## config.mk

```make
export PLATFORM = sky130hd
export DESIGN_NAME = text_cursor_advance_core
export DESIGN_NICKNAME = d
export VERILOG_FILES = /design/src/rtl/tca_pkg.sv /design/src/rtl/tca_front.sv /design/src/rtl/tca_queue.sv /design/src/rtl/tca_back.sv /design/src/rtl/text_cursor_advance_core.sv
export SDC_FILE = /design/constraint.sdc
export NUM_CORES = 1
export LEC_CHECK = 0
export ABC_AREA = 1
export BUFFER_PORTS_ARGS = -buffer_cell sky130_fd_sc_hd__buf_2
export CORE_AREA = 2 2 241 243
export CTS_CLUSTER_SIZE = 20
export DETAILED_ROUTE_END_ITERATION = 8
export DIE_AREA = 0 0 243 245
export SLEW_MARGIN = 25
export SYNTH_ARGS = -nofsm -noshare
export SYNTH_HDL_FRONTEND = slang
export SYNTH_SLANG_ARGS = --single-unit
```

## constraint.sdc

```tcl
create_clock -name clk -period 19.2 [get_ports clk]
set_input_delay 0 -clock clk [delete_from_list [all_inputs] [get_ports clk]]
set_output_delay 0 -clock clk [all_outputs]
set_load 0.02 [all_outputs]
```

## src/rtl/tca_pkg.sv

```systemverilog
`timescale 1ns / 1ps

package tca_pkg;

	// default geometry
	localparam int COORD_BITS_DEF = 12;
	localparam int TAB_CELLS_DEF  = 8;

	localparam int CODE_W  = 16;
	localparam int COLOR_W = 32;
	localparam int CELL_W  = 8;
	localparam int CFG_IDX_W  = 4;
	localparam int CFG_DATA_W = 32;

	// character codes with a meaning of their own
	localparam logic [CODE_W-1:0] CODE_NEWLINE = 16'd10;
	localparam logic [CODE_W-1:0] CODE_TAB     = 16'd9;

	// register indexes
	localparam logic [CFG_IDX_W-1:0] CFG_READY  = 4'd0;
	localparam logic [CFG_IDX_W-1:0] CFG_LEFT   = 4'd1;
	localparam logic [CFG_IDX_W-1:0] CFG_TOP    = 4'd2;
	localparam logic [CFG_IDX_W-1:0] CFG_RIGHT  = 4'd3;
	localparam logic [CFG_IDX_W-1:0] CFG_BOTTOM = 4'd4;
	localparam logic [CFG_IDX_W-1:0] CFG_CELL_W = 4'd5;
	localparam logic [CFG_IDX_W-1:0] CFG_CELL_H = 4'd6;
	localparam logic [CFG_IDX_W-1:0] CFG_COLOR  = 4'd7;

	// register reset values
	localparam int RST_RIGHT  = 1024;
	localparam int RST_BOTTOM = 768;
	localparam logic [CELL_W-1:0]  RST_CELL_W = 8'd8;
	localparam logic [CELL_W-1:0]  RST_CELL_H = 8'd16;
	localparam logic [COLOR_W-1:0] RST_COLOR  = 32'h00FF_FFFF;

	// queue between front and back
	localparam int QUEUE_DEPTH = 2;

	typedef enum logic [1:0] {
		KIND_GLYPH,
		KIND_TAB,
		KIND_NEWLINE
	} kind_t;

	typedef struct packed {
		kind_t             kind;
		logic [CODE_W-1:0] code;
	} item_t;

	typedef struct packed {
		logic full;
		logic empty;
	} queue_stat_t;

endpackage

```

## src/rtl/tca_front.sv

```systemverilog
`timescale 1ns / 1ps

module tca_front (
	input  logic                      clk,
	input  logic                      arst_n,
	input  logic                      in_valid,
	output logic                      in_stall,
	input  logic [tca_pkg::CODE_W-1:0] char_code,
	input  logic                      q_full,
	output logic                      push,
	output tca_pkg::item_t            push_item
);
	import tca_pkg::*;

	logic  v_s1;
	item_t item_s1;
	kind_t kind;
	logic  accept;

	// classify the incoming code
	always_comb begin
		if (char_code == CODE_NEWLINE) begin
			kind = KIND_NEWLINE;
		end else if (char_code == CODE_TAB) begin
			kind = KIND_TAB;
		end else begin
			kind = KIND_GLYPH;
		end
	end

	assign in_stall  = v_s1 & q_full;
	assign accept    = in_valid & ~in_stall;
	assign push      = v_s1 & ~q_full;
	assign push_item = item_s1;

	always_ff @(posedge clk or negedge arst_n) begin
		if (!arst_n) begin
			v_s1 <= 1'b0;
		end else if (accept) begin
			v_s1 <= 1'b1;
		end else if (push) begin
			v_s1 <= 1'b0;
		end
	end

	always_ff @(posedge clk) begin
		if (accept) begin
			item_s1.kind <= kind;
			item_s1.code <= char_code;
		end
	end

endmodule

```

## src/rtl/tca_queue.sv

```systemverilog
`timescale 1ns / 1ps

module tca_queue (
	input  logic                 clk,
	input  logic                 arst_n,
	input  logic                 push,
	input  tca_pkg::item_t       push_item,
	input  logic                 pop,
	output tca_pkg::item_t       head_item,
	output tca_pkg::queue_stat_t stat
);
	import tca_pkg::*;

	localparam int PTR_W = (QUEUE_DEPTH > 1) ? $clog2(QUEUE_DEPTH) : 1;
	localparam int CNT_W = $clog2(QUEUE_DEPTH + 1);

	item_t            mem [QUEUE_DEPTH];
	logic [PTR_W-1:0] wr_ptr_q;
	logic [PTR_W-1:0] rd_ptr_q;
	logic [CNT_W-1:0] count_q;
	logic             do_push;
	logic             do_pop;

	assign stat.full  = (count_q == CNT_W'(QUEUE_DEPTH));
	assign stat.empty = (count_q == '0);
	assign do_push    = push & ~stat.full;
	assign do_pop     = pop & ~stat.empty;
	assign head_item  = mem[rd_ptr_q];

	always_ff @(posedge clk or negedge arst_n) begin
		if (!arst_n) begin
			wr_ptr_q <= '0;
			rd_ptr_q <= '0;
			count_q  <= '0;
		end else begin
			if (do_push) begin
				wr_ptr_q <= (wr_ptr_q == PTR_W'(QUEUE_DEPTH - 1)) ? '0 : wr_ptr_q + 1'b1;
			end
			if (do_pop) begin
				rd_ptr_q <= (rd_ptr_q == PTR_W'(QUEUE_DEPTH - 1)) ? '0 : rd_ptr_q + 1'b1;
			end
			if (do_push && !do_pop) begin
				count_q <= count_q + 1'b1;
			end else if (do_pop && !do_push) begin
				count_q <= count_q - 1'b1;
			end
		end
	end

	always_ff @(posedge clk) begin
		if (do_push) begin
			mem[wr_ptr_q] <= push_item;
		end
	end

endmodule

```

## src/rtl/tca_back.sv

```systemverilog
`timescale 1ns / 1ps

module tca_back #(
	parameter int COORD_BITS = tca_pkg::COORD_BITS_DEF,
	parameter int TAB_CELLS  = tca_pkg::TAB_CELLS_DEF
) (
	input  logic                          clk,
	input  logic                          arst_n,
	input  logic                          cfg_valid,
	input  logic [tca_pkg::CFG_IDX_W-1:0]  cfg_index,
	input  logic [tca_pkg::CFG_DATA_W-1:0] cfg_data,
	input  tca_pkg::item_t                head_item,
	input  logic                          q_empty,
	output logic                          pop,
	output logic                          out_valid,
	input  logic                          out_stall,
	output logic                          status,
	output logic                          draw_glyph,
	output logic [COORD_BITS-1:0]         glyph_x,
	output logic [COORD_BITS-1:0]         glyph_y,
	output logic [tca_pkg::CODE_W-1:0]     glyph_code,
	output logic [tca_pkg::COLOR_W-1:0]    glyph_color,
	output logic                          scroll_up,
	output logic                          flush_cell
);
	import tca_pkg::*;

	localparam int CB      = COORD_BITS;
	localparam int RW      = CB + 1;
	localparam int SW      = CB + 2;
	localparam int COL_W   = $clog2(TAB_CELLS);
	localparam int CELLS_W = $clog2(TAB_CELLS + 1);
	localparam int PW      = CELLS_W + CELL_W;
	localparam int XW      = ((CB > PW) ? CB : PW) + 1;

	localparam logic [CB-1:0] RIGHT_RST  = CB'(RST_RIGHT);
	localparam logic [CB-1:0] BOTTOM_RST = CB'(RST_BOTTOM);

	// configuration registers
	logic               ready_q;
	logic [CB-1:0]      left_q;
	logic [CB-1:0]      top_q;
	logic [CB-1:0]      right_q;
	logic [CB-1:0]      bottom_q;
	logic [CELL_W-1:0]  cw_q;
	logic [CELL_W-1:0]  ch_q;
	logic [COLOR_W-1:0] color_q;

	// cursor state
	logic [CB-1:0]    cx_q;
	logic [RW-1:0]    cy_q;
	logic [COL_W-1:0] col_q;

	// output word
	logic               ovalid_q;
	logic               status_q;
	logic               draw_q;
	logic [CB-1:0]      gx_q;
	logic [CB-1:0]      gy_q;
	logic [CODE_W-1:0]  gcode_q;
	logic [COLOR_W-1:0] gcolor_q;
	logic               scroll_q;
	logic               flush_q;

	logic               cfg_hit;
	logic [CB-1:0]      home_x;
	logic [CB-1:0]      home_y;

	logic [CELLS_W-1:0] cells;
	logic [PW-1:0]      prod;
	logic [XW-1:0]      x_step;
	logic [XW-1:0]      x_sum;
	logic               wrap;
	logic [SW-1:0]      y_down;
	logic [COL_W-1:0]   col_inc;
	logic [CB-1:0]      nx;
	logic [SW-1:0]      ny;
	logic [COL_W-1:0]   ncol;
	logic               drawn;
	logic               scroll;
	logic [RW-1:0]      ny_fin;

	assign cfg_hit = (cfg_index == CFG_READY)  || (cfg_index == CFG_LEFT)   ||
	                 (cfg_index == CFG_TOP)    || (cfg_index == CFG_RIGHT)  ||
	                 (cfg_index == CFG_BOTTOM) || (cfg_index == CFG_CELL_W) ||
	                 (cfg_index == CFG_CELL_H) || (cfg_index == CFG_COLOR);
	// home to the freshly written edge when that edge is the one written
	assign home_x = (cfg_index == CFG_LEFT) ? cfg_data[CB-1:0] : left_q;
	assign home_y = (cfg_index == CFG_TOP)  ? cfg_data[CB-1:0] : top_q;

	assign pop = ~q_empty & (~ovalid_q | ~out_stall);

	always_comb begin
		cells   = CELLS_W'(TAB_CELLS) - CELLS_W'(col_q);
		prod    = PW'(cells) * PW'(cw_q);
		x_step  = (head_item.kind == KIND_TAB) ? XW'(prod) : XW'(cw_q);
		x_sum   = XW'(cx_q) + x_step;
		wrap    = (x_sum >= XW'(right_q));
		y_down  = SW'(cy_q) + SW'(ch_q);
		col_inc = (col_q == COL_W'(TAB_CELLS - 1)) ? '0 : col_q + 1'b1;

		nx    = left_q;
		ny    = y_down;
		ncol  = '0;
		drawn = 1'b0;
		case (head_item.kind)
			KIND_NEWLINE: begin
				nx = left_q;
				ny = y_down;
			end
			KIND_TAB: begin
				if (!wrap) begin
					nx = x_sum[CB-1:0];
					ny = SW'(cy_q);
				end
			end
			KIND_GLYPH: begin
				drawn = 1'b1;
				if (!wrap) begin
					nx   = x_sum[CB-1:0];
					ny   = SW'(cy_q);
					ncol = col_inc;
				end
			end
			default: begin
				drawn = 1'b0;
			end
		endcase

		// clamp to the last row and ask for a scroll
		scroll = (ny >= SW'(bottom_q));
		if (!scroll) begin
			ny_fin = ny[RW-1:0];
		end else if (bottom_q >= CB'(ch_q)) begin
			ny_fin = RW'(bottom_q - CB'(ch_q));
		end else begin
			ny_fin = '0;
		end
	end

	always_ff @(posedge clk or negedge arst_n) begin
		if (!arst_n) begin
			ready_q  <= 1'b0;
			left_q   <= '0;
			top_q    <= '0;
			right_q  <= RIGHT_RST;
			bottom_q <= BOTTOM_RST;
			cw_q     <= RST_CELL_W;
			ch_q     <= RST_CELL_H;
			color_q  <= RST_COLOR;
		end else if (cfg_valid) begin
			case (cfg_index)
				CFG_READY:  ready_q  <= cfg_data[0];
				CFG_LEFT:   left_q   <= cfg_data[CB-1:0];
				CFG_TOP:    top_q    <= cfg_data[CB-1:0];
				CFG_RIGHT:  right_q  <= cfg_data[CB-1:0];
				CFG_BOTTOM: bottom_q <= cfg_data[CB-1:0];
				CFG_CELL_W: cw_q     <= cfg_data[CELL_W-1:0];
				CFG_CELL_H: ch_q     <= cfg_data[CELL_W-1:0];
				CFG_COLOR:  color_q  <= cfg_data[COLOR_W-1:0];
				default: begin
					ready_q <= ready_q;
				end
			endcase
		end
	end

	always_ff @(posedge clk or negedge arst_n) begin
		if (!arst_n) begin
			cx_q  <= '0;
			cy_q  <= '0;
			col_q <= '0;
		end else if (cfg_valid && cfg_hit) begin
			cx_q  <= home_x;
			cy_q  <= RW'(home_y);
			col_q <= '0;
		end else if (pop && ready_q) begin
			cx_q  <= nx;
			cy_q  <= ny_fin;
			col_q <= ncol;
		end
	end

	always_ff @(posedge clk or negedge arst_n) begin
		if (!arst_n) begin
			ovalid_q <= 1'b0;
		end else if (pop) begin
			ovalid_q <= 1'b1;
		end else if (!out_stall) begin
			ovalid_q <= 1'b0;
		end
	end

	always_ff @(posedge clk) begin
		if (pop) begin
			status_q <= ~ready_q;
			draw_q   <= ready_q & drawn;
			gx_q     <= (ready_q && drawn) ? cx_q : '0;
			gy_q     <= (ready_q && drawn) ? cy_q[CB-1:0] : '0;
			gcode_q  <= (ready_q && drawn) ? head_item.code : '0;
			gcolor_q <= (ready_q && drawn) ? color_q : '0;
			scroll_q <= ready_q & scroll;
			flush_q  <= ready_q & drawn & ~scroll;
		end
	end

	assign out_valid   = ovalid_q;
	assign status      = status_q;
	assign draw_glyph  = draw_q;
	assign glyph_x     = gx_q;
	assign glyph_y     = gy_q;
	assign glyph_code  = gcode_q;
	assign glyph_color = gcolor_q;
	assign scroll_up   = scroll_q;
	assign flush_cell  = flush_q;

endmodule

```

## src/rtl/text_cursor_advance_core.sv

```systemverilog
`timescale 1ns / 1ps
// Text console cursor engine: one character code in, one result word out.
// Input channel: in_valid / in_stall with char_code. Output channel:
// out_valid / out_stall with status, draw_glyph, glyph_x/y, glyph_code,
// glyph_color, scroll_up and flush_cell. Config channel: cfg_valid /
// cfg_ready with cfg_index and cfg_data; cfg_ready is always high, and
// any write to a known index homes the cursor to the region's top left.
// Path: a word accepted is classified into the front register, then
// enters the two-entry queue and is then shown on the output register.
// Throughput: one word per cycle while out_stall is low; the cursor update (one small multiply
// for tabs, an add and compare for wrap, an add and compare for the
// bottom edge) is combinational in the back stage.
// Reset: display not ready, region 0..1024 x 0..768, 8x16 cells, white
// text, cursor at zero; every word is answered not ready until ready is set.
// Receiver stall: the output word holds, the queue fills, then the front
// register holds and in_stall rises; no word is dropped or repeated.
module text_cursor_advance_core #(
	parameter int COORD_BITS = tca_pkg::COORD_BITS_DEF,
	parameter int TAB_CELLS  = tca_pkg::TAB_CELLS_DEF
) (
	input  logic                          clk,
	input  logic                          arst_n,
	input  logic                          in_valid,
	output logic                          in_stall,
	input  logic [tca_pkg::CODE_W-1:0]     char_code,
	output logic                          out_valid,
	input  logic                          out_stall,
	output logic                          status,
	output logic                          draw_glyph,
	output logic [COORD_BITS-1:0]         glyph_x,
	output logic [COORD_BITS-1:0]         glyph_y,
	output logic [tca_pkg::CODE_W-1:0]     glyph_code,
	output logic [tca_pkg::COLOR_W-1:0]    glyph_color,
	output logic                          scroll_up,
	output logic                          flush_cell,
	input  logic                          cfg_valid,
	output logic                          cfg_ready,
	input  logic [tca_pkg::CFG_IDX_W-1:0]  cfg_index,
	input  logic [tca_pkg::CFG_DATA_W-1:0] cfg_data
);
	import tca_pkg::*;

	logic        push;
	item_t       push_item;
	item_t       head_item;
	logic        pop;
	queue_stat_t q_stat;

	// registers accept every write at once
	assign cfg_ready = 1'b1;

	// front: accept and classify
	tca_front u_front (
		.clk       (clk),
		.arst_n    (arst_n),
		.in_valid  (in_valid),
		.in_stall  (in_stall),
		.char_code (char_code),
		.q_full    (q_stat.full),
		.push      (push),
		.push_item (push_item)
	);

	// decouple front from back
	tca_queue u_queue (
		.clk       (clk),
		.arst_n    (arst_n),
		.push      (push),
		.push_item (push_item),
		.pop       (pop),
		.head_item (head_item),
		.stat      (q_stat)
	);

	// back: advance cursor, build result word
	tca_back #(
		.COORD_BITS (COORD_BITS),
		.TAB_CELLS  (TAB_CELLS)
	) u_back (
		.clk         (clk),
		.arst_n      (arst_n),
		.cfg_valid   (cfg_valid & cfg_ready),
		.cfg_index   (cfg_index),
		.cfg_data    (cfg_data),
		.head_item   (head_item),
		.q_empty     (q_stat.empty),
		.pop         (pop),
		.out_valid   (out_valid),
		.out_stall   (out_stall),
		.status      (status),
		.draw_glyph  (draw_glyph),
		.glyph_x     (glyph_x),
		.glyph_y     (glyph_y),
		.glyph_code  (glyph_code),
		.glyph_color (glyph_color),
		.scroll_up   (scroll_up),
		.flush_cell  (flush_cell)
	);

`ifndef SYNTHESIS
	// front holds only when the queue has no room
	a_stall_full: assert property (@(posedge clk) disable iff (!arst_n)
		in_stall |-> q_stat.full)
		else $error("input stalled with room in queue");

	a_queue_sane: assert property (@(posedge clk) disable iff (!arst_n)
		!(q_stat.full && q_stat.empty))
		else $error("queue both full and empty");

	// a not-ready word carries nothing else
	a_not_ready: assert property (@(posedge clk) disable iff (!arst_n)
		(out_valid && status) |-> (!draw_glyph && !scroll_up && !flush_cell))
		else $error("not-ready word carries a command");

	// flush only for a drawn cell without scroll
	a_flush: assert property (@(posedge clk) disable iff (!arst_n)
		(out_valid && flush_cell) |-> (draw_glyph && !scroll_up))
		else $error("flush without draw or during scroll");
`endif

endmodule
```

**After elaboration in Yosys (flattened, before gate mapping)**

Memories as Yosys holds them, arrays and structs flattened.
Cells that the tools add are included.

- Register bits after elaboration: 225
- RAM bits: 36
- Output and inout port bits: 79
- Logic and storage cells: 127
- Memories kept: 1

- Add/sub/neg operators: 9
- Multipliers: 1
- $lt $le $gt $ge: 3
- Equal/unequal tests: 13
- Mux-type cells: 30
- Bitwise operators: 17
- Reduce and logical (&&, ||, !) cells: 27

Memory list:

| name | words | bits a word | rd ports | clocked after memory_dff | wr ports | RTL line | source |
|---|---|---|---|---|---|---|---|
| u_queue.mem | 2 | 18 | 1 | 0 | 1 | tca_queue.sv:17 | `item_t mem [QUEUE_DEPTH];` |

Operators by type and width:

| operator | number |
|---|---|
| two-way mux 12 bit | 7 |
| two-way mux 13 bit | 4 |
| == test 16 x 4 -> 1 bit, second input constant | 2 |
| two-way mux 14 bit | 2 |
| == test 4 x 3 -> 1 bit, second input constant | 4 |
| two-way mux 3 bit | 5 |
| adder 13 x 8 -> 14 bit | 1 |
| >= comparator 14 x 12 -> 1 bit | 1 |
| adder 12 x 13 -> 13 bit | 1 |
| >= comparator 13 x 12 -> 1 bit | 1 |
| subtractor 12 x 8 -> 13 bit | 1 |
| >= comparator 12 x 8 -> 1 bit | 1 |
| multiplier 4 x 8 -> 12 bit | 1 |
| AND reduction 2 bit | 6 |
| two-way mux 1 bit | 10 |
| AND 1 bit | 9 |
| == test 4 x 2 -> 1 bit, second input constant | 2 |
| logical OR 1 bit | 7 |
| inverter 1 bit | 7 |
| nonzero test 2 bit | 3 |
| logical AND 1 bit | 5 |
| == test 4 x 1 -> 1 bit, second input constant | 1 |
| zero test 2 bit | 2 |
| zero test 4 bit | 1 |
| other kinds (13) | 16 |

**Longest topological paths before layout**

- Depth after elaboration: 11
- Gate-level depth with buffers: 58
- Gate-level depth less buffers: 54

**Hierarchy**

Synthesis repeated with hierarchy kept, for this count alone.

- Cell total of the unflattened synthesis: 1559
- Area total of the unflattened synthesis: 13753.2 um2

Modules (own cells, without submodules):

| module | instances | cells an instance | area each (um2) |
|---|---|---|---|
| tca_back | 1 | 1372 | 11482.3 |
| tca_queue | 1 | 125 | 1537.7 |
| tca_front | 1 | 60 | 721.9 |
| text_cursor_advance_core | 1 | 2 | 11.3 |

**Worst setup path after synthesis**

No wires, ideal clock.

- Path type: register -> register
- Start point: register u_back.col_q[0]
- End point: register u_back.cy_q[0]
- Library setup time: 124 ps
- Data arrival time: 7304 ps
- Data required time: 19076 ps
- Slack: 11772 ps
- Cell stages (with the launch flop): 52
- Buffers on the path: 4
- Clock period less this slack: 7428 ps
- Path through: dfrtp_1 clkbuf_1 inv_1 ha_1 xor2_1 nor2_1 fa_1 inv_1 fa_1 inv_1 ha_1 a21o_1 a31oi_1 xor2_1 a21oi_1 ha_1 a21oi_1 a21boi_0 [... 16 more ...] o21ai_1 inv_1 ha_1 a21oi_1 nand2_1 nand2_1 nand2_1 nand2_1 nand2_1 nand2_1 nand2_1 a21oi_1 nand2_2 nor2_4 buf_6 nand2_1 nand3_1 nand3_1

- Longest elaborated chain between the ends: 11

Ends and longest elaborated chain:

| what | RTL line | source |
|---|---|---|
| start: declaration | tca_back.sv:52 | `logic [COL_W-1:0] col_q;` |
| start signal: assignment | tca_back.sv:180 | `col_q <= ncol;` |
| subtractor 4 x 3 -> 4 bit * | tca_back.sv:94 | `cells = CELLS_W'(TAB_CELLS) - CELLS_W'(col_q);` |
| multiplier 4 x 8 -> 12 bit * | tca_back.sv:95 | `prod = PW'(cells) * PW'(cw_q);` |
| two-way mux 12 bit * | tca_back.sv:96 | `x_step = (head_item.kind == KIND_TAB) ? XW'(prod) : XW'(cw_q);` |
| adder 12 x 13 -> 13 bit * | tca_back.sv:97 | `x_sum = XW'(cx_q) + x_step;` |
| >= comparator 13 x 12 -> 1 bit * | tca_back.sv:98 | `wrap = (x_sum >= XW'(right_q));` |
| two-way mux 14 bit * | tca_back.sv:112, tca_back.sv:119 |  |
| two-way mux 14 bit * | -- |  |
| >= comparator 14 x 12 -> 1 bit | tca_back.sv:131 | `scroll = (ny >= SW'(bottom_q));` |
| two-way mux 13 bit * | tca_back.sv:132 | `if (!scroll) begin` |
| two-way mux 13 bit * | tca_back.sv:177 | `end else if (pop && ready_q) begin` |
| two-way mux 13 bit * | tca_back.sv:173 | `end else if (cfg_valid && cfg_hit) begin` |
| end signal: assignment | tca_back.sv:175 | `cy_q <= RW'(home_y);` |
| end signal: assignment | tca_back.sv:179 | `cy_q <= ny_fin;` |
| end: declaration | tca_back.sv:51 | `logic [RW-1:0] cy_q;` |

Every way passes the cells marked *; elsewhere a longest branch is shown, timed or not. The select of a mux whose other input is x is not followed.
A chain may end at the register's enable or synchronous reset.

**Worst setup path after layout**

Ends and elaborated chain as after synthesis.

==> run metrics <==
filler-free cell count of the finished design ~2500; hold path start cfg_index[1]; Worst Path Buf+Inv 5; RSZ-0062 raised after global routing false; peak supply drop ~85 uV; Row Count between 80 and 90; Buffers on Ports around 130; die width between 200 and 250 um; M1 GR Usage roughly 17%; crit path time final 9.036 ns; Overall Global Routing Usage around an eighth; vias in the first global route approximately 11000; post-DP HPWL 26620 um; setup TNS 0 ns; Post-Place Cells approximately 2400; Die Footprint 0.05954 sq mm; Post-Synthesis Cell Area about 0.014 sq mm; first-pass iteration count of the detailed router 5; synth warn 0; CP max-delay cell xor2_1; Worst EP arrival 9.49 ns; first-pass GRT wire length around 60000 um; Final Hold Fails 0; Final #Nets 1824; clock latency on the worst-skew pair 0.57 ns; Setup crit start kind flop; antenna-violating nets left 0; Placement Setup Slack roughly 10 ns; initial antenna violation count 2; Mapped Nets 1637; cell count after synthesis 1493; WL/cell 15.35 um; Reg2Reg Launch Point u_back.col_q[0]; total power around 0.0030 W; CP startpoint u_back.col_q[0]; DRT Wirelength approximately 38000 um; fill count between 6000 and 7000; Worst path max stage delay roughly 0.58 ns; syn avg cell area approximately 9 sq um; Clk pin slew, worst setup/hold paths ~0.06 ns; grt met3 use around 2.6%; maxcap violations 0; final worst setup slack ~10 ns; total vias in the final route 10705; setup violators final 0; measured slew at the worst slew-check pin 1.002 ns; relative slew slack between 30% and 40%; flop and latch count out of synthesis about 260; Remaining Overflow, GRT 0; clock sink count around 260; crit share post-route 47.06%; core area about 0.057 sq mm; hold_buf cts 56; Starting Density between 20% and 30%; Crit. End Element flop; class of the worst hold path in -> reg; Via density 4.332; Largest delay share family, worst path simple AND/OR/NAND/NOR gates; CTS tree done; Syn-to-layout area delta 23.68%; WHS 0.07363 ns; leakage power ~7.7 nW; most frequent cells in the layout nand2_1, inv_1, o21ai_0; f_max between 0.1 and 0.15 GHz; share of cells above drive strength 1 between 15 and 20%; DRC Markers 0; postcts setup bufs 0; First DRT Iteration DRCs ~800; Die Span Y 245 um; Slew Viols, Final 0; crit-path max FO 30; sequential-to-total area share from yosys stat 53.22%; Crit path required time 19.65 ns; busiest layer in global routing met2; clock skew about 0.010 ns; Yosys cell types between 40 and 50; critical path class reg -> reg; PwrDens between 150 and 200 mW/mm^2; CTS resizes 0; Top Ports ~140; total CTS buffers 30; status completed; H-Tree Level Count 1; CTS Buffer Depth 3; pin count of the biggest net entering global routing just under 80; commonest non-fill, non-tap cell in the layout nand2_1; CP dominant cell by count nand2_1; met2 Usage GRT a little over 20%; clock root cell clkbuf_16; routability cong. slightly above 0.9
## layout make-up
cell class	count	area [sq um]	share of cell area, %
Antenna cell	2	5.005	0.02984
Timing Repair Buffer	204	1368	8.153
Multi-Input combinational cell	946	5241	31.25
Tap cell	765	957.2	5.706
Clock inverter	18	237.7	1.417
Clock buffer	38	853.3	5.087
Sequential cell	261	7218	43.03
Inverter	237	893.4	5.326
## cell usage after synthesis, drive strengths merged
| library cell | instances | area, sq um |
|---|---|---|
| a211oi | 1 | 7.510 |
| nand2 | 342 | 1291 |
| nor3 | 7 | 35.03 |
| o211ai | 8 | 65.06 |
| a21o | 3 | 22.52 |
| nor3b | 1 | 7.510 |
| nand3b | 1 | 7.510 |
| mux2i | 1 | 10.01 |
| o22ai | 10 | 62.56 |
| dfrtp | 102 | 2552 |
| inv | 237 | 892.1 |
| a31oi | 6 | 37.54 |
| a31o | 2 | 17.52 |
| ha | 72 | 900.9 |
| xor2 | 18 | 157.7 |
| nand4 | 6 | 37.54 |
| or2 | 10 | 62.56 |
| nand3 | 44 | 235.2 |
| nor2 | 138 | 530.5 |
| or4 | 2 | 15.01 |
| buf | 10 | 78.82 |
| o21bai | 14 | 105.1 |
| clkbuf | 39 | 146.4 |
| o221ai | 11 | 96.34 |
| o21ai | 149 | 753.2 |
| dfstp | 29 | 762.0 |
| edfxtp | 130 | 3904 |
| conb | 1 | 3.750 |
| nor4 | 4 | 25.02 |
| fa | 15 | 300.3 |
| xnor2 | 8 | 70.07 |
| a21boi | 2 | 15.01 |
| a21oi | 70 | 354.1 |
## layer usage
layer	routed length, um	share of wire [%]	up-vias
met5	0	0	-
met2	17400	46	287
met4	1334	3.5	0
met3	2288	6.0	73
li1	-	-	5234
met1	16900	45	5111
## cells by family after synthesis
| logic type | share of synthesized area, % |
|---|---|
| other cells | 0.02765 |
| fa+ha+maj | 8.857 |
| flops | 53.22 |
| compound gates | 11.33 |
| xor+xnor | 1.679 |
| mux | 0.07381 |
| buf+inv | 8.239 |
| simple gates | 16.57 |
## worst min-delay path, cell delays in order
cell     delay, ns
buf_2         0.11
inv_1         0.08
nand2_1       0.08
nor2_2        0.15
nand2_1       0.09
o21ai_0       0.07
## metrics by stage
stage	cell area, sq um	util (%)
after floorplan	13560	-
after global placement	15080	26.43
after detailed placement	15080	26.44
after CTS	16750	29.37
after global routing	16770	29.40
final	16770	29.41
## registers in the layout, indices dropped and copies added, names as in the netlist, 2 cells and up
name                count
u_back.col_q            3
u_back.ch_q             8
u_back.glyph_code      16
u_back.glyph_y         12
u_back.top_q           12
u_queue.count_q         2
u_back.cy_q            13
u_back.right_q         12
u_back.cw_q             8
u_front.push_item      18
u_queue.mem            36
u_back.glyph_color     32
u_back.bottom_q        12
u_back.left_q          12
u_back.cx_q            12
u_back.color_q         32
u_back.glyph_x         12
## path summary, 6_finish.rpt
check | end | cells past startpoint | slack, ns
setup / recovery | u_back.cy_q[0] | 51 | 10.16
hold reg to reg | u_queue.mem[0][10] | 0 | 0.44
max in group asynchronous | u_back.ch_q[3] | 3 | 18.30
hold / removal | u_back.cw_q[7] | 6 | 0.07
setup reg to reg | u_back.cy_q[0] | 51 | 10.16
min in group asynchronous | u_back.cw_q[3] | 2 | 0.14
## report_power, final
part	internal (W)	switching, W	total [W]
combinational	0.000484	0.000962	0.00145
clock	0.000383	0.000246	0.000629
sequential	0.000807	0.0000840	0.000891
total	0.00167	0.00129	0.00297
(Power assumes the default switching activity.)
